--- config.mk ---
export PLATFORM = sky130hd
export DESIGN_NAME = producer_lease_handoff_fsm_core
export DESIGN_NICKNAME = d
export VERILOG_FILES = /design/src/sv/plhf_pkg.sv /design/src/sv/plhf_step.sv /design/src/sv/producer_lease_handoff_fsm_core.sv
export SDC_FILE = /design/constraint.sdc
export NUM_CORES = 1
export LEC_CHECK = 0
export ABC_AREA = 1
export BUFFER_PORTS_ARGS = -buffer_cell sky130_fd_sc_hd__buf_4
export CAP_MARGIN = 15
export CELL_PAD_IN_SITES_DETAIL_PLACEMENT = 0
export CELL_PAD_IN_SITES_GLOBAL_PLACEMENT = 1
export CORE_MARGIN = 5
export CORE_UTILIZATION = 42
export CTS_BUF_LIST = sky130_fd_sc_hd__clkbuf_16
export CTS_CLUSTER_DIAMETER = 120
export DETAILED_ROUTE_END_ITERATION = 6
export PLACE_DENSITY = 0.91
export SYNTH_ARGS = -nofsm -noshare
export SYNTH_HDL_FRONTEND = slang
export SYNTH_SLANG_ARGS = --single-unit
export TNS_END_PERCENT = 1
--- constraint.sdc ---
create_clock -name clk -period 4.05 [get_ports clk]
set_input_delay 0.405 -clock clk [delete_from_list [all_inputs] [get_ports clk]]
set_output_delay 0.405 -clock clk [all_outputs]
set_load 0.05 [all_outputs]
--- src/sv/plhf_pkg.sv ---
package plhf_pkg;

	localparam int PRODUCER_ID_BITS_DEF = 8;
	localparam int ID_IN_W  = 8;
	localparam int GEN_W    = 32;
	localparam int FUNC_W   = 3;
	localparam int STATE_W  = 2;
	localparam int STATUS_W = 2;

	localparam int S_DATA_W = 48;
	localparam int M_DATA_W = 72;

	// Operation codes
	localparam logic [FUNC_W-1:0] FN_ACTIVATE      = 3'd0;
	localparam logic [FUNC_W-1:0] FN_START_HANDOFF = 3'd1;
	localparam logic [FUNC_W-1:0] FN_COMMIT        = 3'd2;
	localparam logic [FUNC_W-1:0] FN_ABORT         = 3'd3;
	localparam logic [FUNC_W-1:0] FN_FAULT         = 3'd4;
	localparam logic [FUNC_W-1:0] FN_BEGIN_RECOVER = 3'd5;
	localparam logic [FUNC_W-1:0] FN_RECOVER       = 3'd6;
	localparam logic [FUNC_W-1:0] FN_VALIDATE      = 3'd7;

	// Lease states
	localparam logic [STATE_W-1:0] ST_EMPTY   = 2'd0;
	localparam logic [STATE_W-1:0] ST_ACTIVE  = 2'd1;
	localparam logic [STATE_W-1:0] ST_HANDOFF = 2'd2;
	localparam logic [STATE_W-1:0] ST_FAULT   = 2'd3;

	// Status codes
	localparam logic [STATUS_W-1:0] RC_OK    = 2'd0;
	localparam logic [STATUS_W-1:0] RC_ARG   = 2'd1;
	localparam logic [STATUS_W-1:0] RC_STATE = 2'd2;

	typedef struct packed {
		logic [GEN_W-1:0]    pending_gen;
		logic [STATE_W-1:0]  lease_state;
		logic                is_valid;
		logic [GEN_W-1:0]    gen;
		logic [STATUS_W-1:0] status;
	} result_t;

	// Generations advance by one, wrap and never land on zero.
	function automatic logic [GEN_W-1:0] gen_advance(input logic [GEN_W-1:0] g);
		logic [GEN_W-1:0] n;
		n = g + GEN_W'(1);
		gen_advance = (n == '0) ? GEN_W'(1) : n;
	endfunction

endpackage

--- src/sv/plhf_step.sv ---
module plhf_step #(
	parameter int ID_W = plhf_pkg::PRODUCER_ID_BITS_DEF
) (
	input  logic [plhf_pkg::FUNC_W-1:0]  func,
	input  logic [ID_W-1:0]              prod,
	input  logic [ID_W-1:0]              nxt,
	input  logic [plhf_pkg::GEN_W-1:0]   gin,
	input  logic [plhf_pkg::STATE_W-1:0] state_q,
	input  logic [plhf_pkg::GEN_W-1:0]   cur_gen_q,
	input  logic [ID_W-1:0]              owner_q,
	input  logic [ID_W-1:0]              incoming_q,
	input  logic [plhf_pkg::GEN_W-1:0]   reserved_q,
	output logic [plhf_pkg::STATE_W-1:0] state_d,
	output logic [plhf_pkg::GEN_W-1:0]   cur_gen_d,
	output logic [ID_W-1:0]              owner_d,
	output logic [ID_W-1:0]              incoming_d,
	output logic [plhf_pkg::GEN_W-1:0]   reserved_d,
	output plhf_pkg::result_t            result
);

	logic                       pair_ok;
	logic [plhf_pkg::GEN_W-1:0] gen_next;

	assign gen_next = plhf_pkg::gen_advance(cur_gen_q);

	// In handoff the pending pair is the one that counts.
	always_comb begin
		pair_ok = 1'b0;
		if (prod != '0) begin
			if (state_q == plhf_pkg::ST_ACTIVE) begin
				pair_ok = (owner_q == prod) && (cur_gen_q == gin);
			end else if (state_q == plhf_pkg::ST_HANDOFF) begin
				pair_ok = (incoming_q == prod) && (reserved_q == gin);
			end
		end
	end

	always_comb begin
		plhf_pkg::result_t r;
		r          = '0;
		state_d    = state_q;
		cur_gen_d  = cur_gen_q;
		owner_d    = owner_q;
		incoming_d = incoming_q;
		reserved_d = reserved_q;
		r.status   = plhf_pkg::RC_OK;

		unique case (func)
			plhf_pkg::FN_ACTIVATE: begin
				if (prod == '0) begin
					r.status = plhf_pkg::RC_ARG;
				end else if (state_q != plhf_pkg::ST_EMPTY) begin
					r.status = plhf_pkg::RC_STATE;
				end else begin
					cur_gen_d = gen_next;
					owner_d   = prod;
					state_d   = plhf_pkg::ST_ACTIVE;
					r.gen     = gen_next;
				end
			end
			plhf_pkg::FN_START_HANDOFF: begin
				if (prod == '0 || nxt == '0 || prod == nxt) begin
					r.status = plhf_pkg::RC_ARG;
				end else if (!pair_ok) begin
					r.status = plhf_pkg::RC_STATE;
				end else begin
					incoming_d = nxt;
					reserved_d = gen_next;
					state_d    = plhf_pkg::ST_HANDOFF;
				end
			end
			plhf_pkg::FN_COMMIT: begin
				if (nxt == '0) begin
					r.status = plhf_pkg::RC_ARG;
				end else if (state_q != plhf_pkg::ST_HANDOFF || incoming_q != nxt) begin
					r.status = plhf_pkg::RC_STATE;
				end else begin
					cur_gen_d  = reserved_q;
					owner_d    = nxt;
					incoming_d = '0;
					reserved_d = '0;
					state_d    = plhf_pkg::ST_ACTIVE;
					r.gen      = reserved_q;
				end
			end
			plhf_pkg::FN_ABORT: begin
				if (state_q == plhf_pkg::ST_HANDOFF) begin
					incoming_d = '0;
					reserved_d = '0;
					state_d    = plhf_pkg::ST_ACTIVE;
				end
			end
			plhf_pkg::FN_FAULT: begin
				incoming_d = '0;
				reserved_d = '0;
				state_d    = plhf_pkg::ST_FAULT;
			end
			plhf_pkg::FN_BEGIN_RECOVER: begin
				if (prod == '0) begin
					r.status = plhf_pkg::RC_ARG;
				end else if (state_q != plhf_pkg::ST_FAULT) begin
					r.status = plhf_pkg::RC_STATE;
				end else begin
					incoming_d = prod;
					reserved_d = gen_next;
					state_d    = plhf_pkg::ST_HANDOFF;
				end
			end
			plhf_pkg::FN_RECOVER: begin
				// Begin recover and commit collapse into one step: the
				// commit cannot fail once the recover has started.
				if (prod == '0) begin
					r.status = plhf_pkg::RC_ARG;
				end else if (state_q != plhf_pkg::ST_FAULT) begin
					r.status = plhf_pkg::RC_STATE;
				end else begin
					cur_gen_d  = gen_next;
					owner_d    = prod;
					incoming_d = '0;
					reserved_d = '0;
					state_d    = plhf_pkg::ST_ACTIVE;
					r.gen      = gen_next;
				end
			end
			plhf_pkg::FN_VALIDATE: begin
				r.is_valid = pair_ok;
			end
			default: begin
			end
		endcase

		r.lease_state = state_d;
		r.pending_gen = (state_d == plhf_pkg::ST_HANDOFF) ? reserved_d : '0;
		result        = r;
	end

endmodule

--- src/sv/producer_lease_handoff_fsm_core.sv ---
// Producer lease guard for a display output.
// One operation word goes in on the slave channel (s_*); one result word
// comes out on the master channel (m_*) for every operation, in order.
// s_tuser carries the operation code, s_tdata the producer ids and the
// presented generation. m_tdata carries status, committed generation,
// validity flag, lease state and pending generation.
// An accepted word waits in the input register, then passes through the
// lease logic into the result register that drives m_tvalid. Throughput
// is one word per cycle while m_tready stays high; the lease registers
// update as a word moves from the input register into the result
// register, so the next word sees the new state without a bubble.
// Reset puts the lease in the empty state with all ids and generations at
// zero and drops both valids. When the receiver holds m_tready low, the
// result register holds its word, the input register fills, and then
// s_tready falls until the result is taken.
module producer_lease_handoff_fsm_core #(
	parameter int PRODUCER_ID_BITS = plhf_pkg::PRODUCER_ID_BITS_DEF
) (
	input  logic                          clk,
	input  logic                          arst_n,
	input  logic                          s_tvalid,
	output logic                          s_tready,
	input  logic [plhf_pkg::S_DATA_W-1:0] s_tdata,  // producer, incoming producer, gen_in
	input  logic [plhf_pkg::FUNC_W-1:0]   s_tuser,  // func
	output logic                          m_tvalid,
	input  logic                          m_tready,
	// status, gen_out, is_valid, lease_state_out, pending_gen_out, zero pad
	output logic [plhf_pkg::M_DATA_W-1:0] m_tdata
);

	// Ids are compared on their low ID_W bits (PRODUCER_ID_BITS, at most 8) of the 8-bit field.
	localparam int ID_W = (PRODUCER_ID_BITS < plhf_pkg::ID_IN_W) ?
		PRODUCER_ID_BITS : plhf_pkg::ID_IN_W;
	localparam int RES_W = $bits(plhf_pkg::result_t);

	logic                          valid_s1;
	logic [plhf_pkg::FUNC_W-1:0]   func_s1;
	logic [ID_W-1:0]               prod_s1;
	logic [ID_W-1:0]               nxt_s1;
	logic [plhf_pkg::GEN_W-1:0]    gin_s1;

	logic                          valid_s2;
	plhf_pkg::result_t             result_s2;

	logic [plhf_pkg::STATE_W-1:0]  state_q;
	logic [plhf_pkg::GEN_W-1:0]    cur_gen_q;
	logic [ID_W-1:0]               owner_q;
	logic [ID_W-1:0]               incoming_q;
	logic [plhf_pkg::GEN_W-1:0]    reserved_q;

	logic [plhf_pkg::STATE_W-1:0]  state_d;
	logic [plhf_pkg::GEN_W-1:0]    cur_gen_d;
	logic [ID_W-1:0]               owner_d;
	logic [ID_W-1:0]               incoming_d;
	logic [plhf_pkg::GEN_W-1:0]    reserved_d;
	plhf_pkg::result_t             result;

	logic out_free;
	logic advance;
	logic take_in;

	assign out_free = !valid_s2 || m_tready;
	assign advance  = valid_s1 && out_free;
	assign s_tready = !valid_s1 || out_free;
	assign take_in  = s_tvalid && s_tready;

	always_ff @(posedge clk or negedge arst_n) begin
		if (!arst_n) begin
			valid_s1 <= 1'b0;
		end else if (s_tready) begin
			valid_s1 <= s_tvalid;
		end
	end

	always_ff @(posedge clk) begin
		if (take_in) begin
			func_s1 <= s_tuser;
			prod_s1 <= s_tdata[ID_W-1:0];
			nxt_s1  <= s_tdata[plhf_pkg::ID_IN_W +: ID_W];
			gin_s1  <= s_tdata[2*plhf_pkg::ID_IN_W +: plhf_pkg::GEN_W];
		end
	end

	plhf_step #(
		.ID_W(ID_W)
	) u_step (
		.func       (func_s1),
		.prod       (prod_s1),
		.nxt        (nxt_s1),
		.gin        (gin_s1),
		.state_q    (state_q),
		.cur_gen_q  (cur_gen_q),
		.owner_q    (owner_q),
		.incoming_q (incoming_q),
		.reserved_q (reserved_q),
		.state_d    (state_d),
		.cur_gen_d  (cur_gen_d),
		.owner_d    (owner_d),
		.incoming_d (incoming_d),
		.reserved_d (reserved_d),
		.result     (result)
	);

	always_ff @(posedge clk or negedge arst_n) begin
		if (!arst_n) begin
			state_q    <= plhf_pkg::ST_EMPTY;
			cur_gen_q  <= '0;
			owner_q    <= '0;
			incoming_q <= '0;
			reserved_q <= '0;
		end else if (advance) begin
			state_q    <= state_d;
			cur_gen_q  <= cur_gen_d;
			owner_q    <= owner_d;
			incoming_q <= incoming_d;
			reserved_q <= reserved_d;
		end
	end

	always_ff @(posedge clk or negedge arst_n) begin
		if (!arst_n) begin
			valid_s2 <= 1'b0;
		end else if (out_free) begin
			valid_s2 <= valid_s1;
		end
	end

	always_ff @(posedge clk) begin
		if (advance) begin
			result_s2 <= result;
		end
	end

	assign m_tvalid = valid_s2;
	assign m_tdata  = {{(plhf_pkg::M_DATA_W - RES_W){1'b0}}, result_s2};

endmodule

After elaboration in Yosys (flattened, before gate mapping)
Cells that the tools add are included.
{"block": "totals", "register_bits": 204, "in_bits": 55}
{"block": "classes", "n_eq_ne": 29, "n_mux": 64, "n_addsub": 1, "reduce_logical": 22}
{"op": "$mux 32", "n": 22}
{"op": "$pmux 32 s3", "n": 2}
{"op": "$pmux 32 s6", "n": 1}
{"op": "$mux 8", "n": 13}
{"op": "$eq 32x32->1", "n": 2}
{"op": "$pmux 8 s6", "n": 1}
{"op": "$mux 2", "n": 19}
{"op": "$add 32x1->32 const B", "n": 1}
{"op": "$logic_not 32->1", "n": 1}
{"op": "$eq 8x8->1", "n": 3}
{"op": "$pmux 8 s3", "n": 1}
{"op": "$ne 2x2->1 const B", "n": 11}
{"op": "$logic_not 8->1", "n": 2}
{"op": "$pmux 2 s7", "n": 1}
{"op": "$eq 3x3->1 const B", "n": 4}
{"op": "$reduce_and 11->1", "n": 1}
{"op": "$ne 8x8->1", "n": 1}
{"op": "$pmux 2 s4", "n": 1}
{"op": "$reduce_and 8->1", "n": 1}
{"op": "$reduce_bool 8->1", "n": 1}
{"op": "$eq 3x2->1 const B", "n": 2}
{"op": "$reduce_bool 6->1", "n": 1}
{"op": "$logic_or 1x1->1", "n": 5}
{"op": "$eq 2x2->1 const B", "n": 2}
{"op": "other kinds (10)", "n": 17}

Depth between registers and ports, before layout
{"block": "depth", "ltp_word": 9, "ltp_mapped": 20, "ltp_nobuf": 18}

Cells and area by module
Synthesis repeated with hierarchy kept, for this count alone.
{"block": "hier_totals", "hier_cells": 1732, "area_unflattened_um2": 12635.9}
{"module": "producer_lease_handoff_fsm_core", "cells_per_inst": 490, "instances": 1, "area_per_inst_um2": 6959.2}
{"module": "plhf_step", "cells_per_inst": 1242, "instances": 1, "area_per_inst_um2": 5676.7}

Worst setup path before layout
OpenSTA, ideal clock, no wires.
{"block": "synth_path", "path_kind": "register to register", "from": "register valid_s2, in the netlist m_tvalid", "to": "register result_s2, in the netlist m_tdata[0] (enable)", "path_slack_ps": 480, "path_buffers": 1, "t_required_ps": 3590, "stages_incl_launch_ff": 5, "synth_period_minus_slack_ps": 3570, "setup_time_ps": 460, "arrival_ps": 3110, "path_cell_list": "dfrtp_1 -> nand2_1 -> nand2_1 -> inv_2 -> buf_1"}
{"block": "synth_between", "elab_chain_len": 3}
{"element": "start, declared", "line": "producer_lease_handoff_fsm_core.sv:42", "source": "logic valid_s2;"}
{"element": "start signal, assigned", "line": "producer_lease_handoff_fsm_core.sv:124", "source": "valid_s2 <= valid_s1;"}
{"element": "$logic_not 1->1", "line": "producer_lease_handoff_fsm_core.sv:62", "source": "assign out_free = !valid_s2 || m_tready;"}
{"element": "$logic_or 1x1->1", "line": "producer_lease_handoff_fsm_core.sv:62"}
{"element": "$logic_and 1x1->1", "line": "producer_lease_handoff_fsm_core.sv:63", "source": "assign advance = valid_s1 && out_free;"}
{"element": "via advance", "line": "producer_lease_handoff_fsm_core.sv:59", "source": "logic advance;"}
{"element": "end signal, assigned", "line": "producer_lease_handoff_fsm_core.sv:130", "source": "result_s2 <= result;"}
{"element": "end, declared", "line": "producer_lease_handoff_fsm_core.sv:43", "source": "plhf_pkg::result_t result_s2;"}
The timed path passes the listed nets, and every way through them passes these cells.
A chain may end at the register's enable or synchronous reset.

Worst setup path after layout
{"block": "layout_path", "from": "register prod_s1[0]", "to": "register result_s2, in the netlist m_tdata[64] (data pin)"}
{"block": "layout_between", "elab_chain_len": 9, "word_cells_on_any_way": 24}
{"element": "start, declared", "line": "producer_lease_handoff_fsm_core.sv:38", "source": "logic [ID_W-1:0] prod_s1;"}
{"element": "start signal, assigned", "line": "producer_lease_handoff_fsm_core.sv:78", "source": "prod_s1 <= s_tdata[ID_W-1:0];"}
{"element": "$eq 8x8->1", "line": "plhf_step.sv:33", "source": "pair_ok = (incoming_q == prod) && (reserved_q == gin);"}
{"element": "$logic_and 1x1->1", "line": "plhf_step.sv:33"}
{"element": "$mux 1", "line": "plhf_step.sv:32", "source": "end else if (state_q == plhf_pkg::ST_HANDOFF) begin"}
{"element": "$mux 1", "line": "plhf_step.sv:30", "source": "if (state_q == plhf_pkg::ST_ACTIVE) begin"}
{"element": "$mux 1", "line": "plhf_step.sv:29", "source": "if (prod != '0) begin"}
{"element": "$mux 2", "line": "plhf_step.sv:64", "source": "end else if (!pair_ok) begin"}
{"element": "$mux 2", "line": "plhf_step.sv:62", "source": "if (prod == '0 || nxt == '0 || prod == nxt) begin"}
{"element": "$pmux 2 s7", "line": "plhf_step.sv:48", "source": "unique case (func)"}
{"element": "$eq 2x2->1", "line": "plhf_step.sv:133", "source": "r.pending_gen = (state_d == plhf_pkg::ST_HANDOFF) ? reserved_d : '0;"}
Several ways; a longest one is shown, not always the timed one.

==> impl_metrics.toml <==
[pwr]
p_per_area_nw_per_um2 = 563
ir_drop_uv = 317
p_total_mw = 8.33
p_leak_nw = 7.21

[logic_synthesis]
synth_area_um2 = 12700
yosysMostFrequentCell = "nand2_1"
netlist-cell-type-count = 42
synth-edff-count = 120
synth_cells = 1836
synth_ff_type = "edfxtp_1"
syn-mean-instance-area_um2 = 6.91
synth_warnings = 0
synth_seq_cells = 204
async_reset_ff_frac = 0.412
synthTopCellsByCount = "nand2_1, inv_1, nor2_1"
synth_top_area_share = 0.284
synth-seq-area-share = 0.450
synth_top_area_cell = "edfxtp_1"
synth.area.top_cells = "edfxtp_1, nand2_1, dfrtp_1"

[routing]
wl_per_cell_um = 19.4
vias_per_cell = 5.25
wl_um = 46000
first_pass_iters = 6
drtAntennaViolNets = 0
drc = 0
vias = 12400
drt_iter0_drc = 1173

[die]
core_um2 = 29700
dieHeight_um = 184
rows = 63
io_pins = 129
die_x_um = 184
start_util = 0.427
die_area_um2 = 33800

[critical_path]
critPathMostFrequentCell = "nand2_1"
path_cells = "inv_1, nand4_1, nor2_1, buf_4, inv_2, nand2_1, a21oi_2, nand2_2, nand2_1, nand4_1, nand2_1, nand2_1, nand2_1, inv_1"
slowest_delay_ps = 620
end_kind = "flip-flop"
crit_path_start_kind = "flip-flop"
cp.arrival_ps = 3760
crit_fanout = 23
crit_slowest_cell = "nand4_1"
path_class = "flip-flop to flip-flop"
cp_data_required_time_ps = 4340

[timing]
tightest_slew_ps = 844
drv_slew = 0
fin_crit_sh = 0.857
fin_tns_setup_ps = 0
finalHoldViolations = 0
maxSlewHeadroom = 0.437
post-route-min-period_ps = 3470
setup_violations = 0
rsz0062_at_grt = "false"
fmax_mhz = 288
final.setup_skew_ps = 12.7

[finish]
diodes = 0
multi_input_area_um2 = 5790
area_growth_pct = 16.8
stdcell_count = 2367
seq_area_um2 = 5710
drive_gt1_frac = 0.109
fillers = 2973
num-nets-final = 2015

[grt]
grt_pass1_vias = 11800
grt_overflow = 0
grt_use_total = 0.269
grt_max_degree = 73
grt_pass1_wl_um = 70000
antenna_found_initial = 0

[clock_tree]
cts_root_buffer = "clkbuf_16"
clk_pin_slew_ps = 60
cts_max_level = 1
clockBufferDepth = 3
insertion_delay_ps = 530
cts_tree = "built"
clock-sinks = 204
cts_buffers = 24

[worst_hold_path]
hp-class = "primary input to flip-flop"

[placement]
gp_congestion = 1.02
dpl.cell_count = 2321
dpl.hpwl_um = 35200
portBuffers = 125

[run_status]
status = "finished clean"

[run]
cap_violations = 0
[placed cells by master, fill, tap and decap left out, types with 3 or more instances in the layout]
cell type / instances
nand4_1: 37
nand2_2: 9
inv_1: 241
xor2_1: 9
a21oi_1: 28
buf_4: 143
xnor2_1: 16
o21ai_0: 140
clkinv_1: 9
dfrtp_1: 84
o211ai_1: 3
nand3b_1: 4
clkbuf_16: 25
nand3_2: 5
inv_2: 12
nor3_1: 7
conb_1: 3
o22ai_1: 15
and2_1: 4
nand2_1: 739
clkinv_2: 4
nand3_1: 78
edfxtp_1: 120
nor2_1: 214
[worst max-delay path, delay by kind of cell, from the launching register on]
kind,cells,cell delay [ps]
simple gates,9,1680
compound gates,1,370
flops,1,450
buf+inv,4,700
[power by group]
| group | internal (mW) | total [mW] | switching (mW) | leakage (nW) |
|---|---|---|---|---|
| sequential | 2.66 | 3.18 | 0.519 | 2.29 |
| combinational | 0.845 | 3.02 | 2.18 | 4.52 |
| clock | 1.24 | 2.13 | 0.892 | 0.392 |
| total | 4.74 | 8.33 | 3.59 | 7.21 |
[sequential cells by signal (all words and copies together), names as in the netlist, 2 cells and up]
name and count:
m_tdata 69, cur_gen_q 32, gin_s1 32, reserved_q 32
incoming_q 8, nxt_s1 8, owner_q 8, prod_s1 8
func_s1 3, state_q 2
[final timing paths]
kind | start | endpoint | slack (ps) | cells past startpoint
max in group asynchronous | arst_n | cur_gen_q[23] | 3080 | 3
min in group asynchronous | arst_n | state_q[1] | 330 | 2
worst min register to register | owner_q[4] | owner_q[4] | 520 | 2
worst max register to register | prod_s1[0] | m_tdata[64] | 580 | 14
worst max-delay path | prod_s1[0] | m_tdata[64] | 580 | 14
worst min-delay path | s_tuser[2] | func_s1[2] | 50 | 1
[metal layers]
metal | wire length, um | global-route usage | vias to the layer above
met5 | 0 | 0 | -
met4 | 1400 | 0.0660 | 0
met3 | 3340 | 0.0380 | 70
met2 | 21400 | 0.445 | 500
met1 | 19800 | 0.376 | 5827
li1 | - | - | 6026
[cell families (layout without fill, tap and decap cells)]
kind of cell	after synthesis	in the layout	share of synthesized area
simple gates	1105	1105	0.354
compound gates	197	197	0.0821
flops	204	204	0.450
other cells	1	3	0.000296
fa+ha+maj	1	1	0.000987
buf+inv	302	441	0.0938
xor+xnor	26	26	0.0186
[layout make-up]
type | instances | area share
sequential | 204 | 0.385
timing repair buffer | 145 | 0.0750
tap | 390 | 0.0330
clock inverter | 19 | 0.00929
multi-input combinational | 1332 | 0.391
inverter | 252 | 0.0640
clock buffer | 25 | 0.0422
[what timing repair did]
| action | 4_1_cts | 5_1_grt |
|---|---|---|
| hold buffers | 0 | 1 |
| setup buffers | 0 | 0 |
| endpoints found under the hold margin | 0 | 22 |
| gates resized for setup | 0 | 0 |
[metrics by stage]
stage	hold WS (ps)	instance area, um^2	worst slack (ps)	util
6_report	46.2	14800	580	0.498
3_3_place_gp	488	14000	798	0.471
2_1_floorplan	109	12700	480	-
4_1_cts	27.0	14800	668	0.497
5_1_grt	33.7	14800	330	0.498
3_5_place_dp	498	14000	704	0.471
No activity file was read; power rests on OpenSTA's default activity.
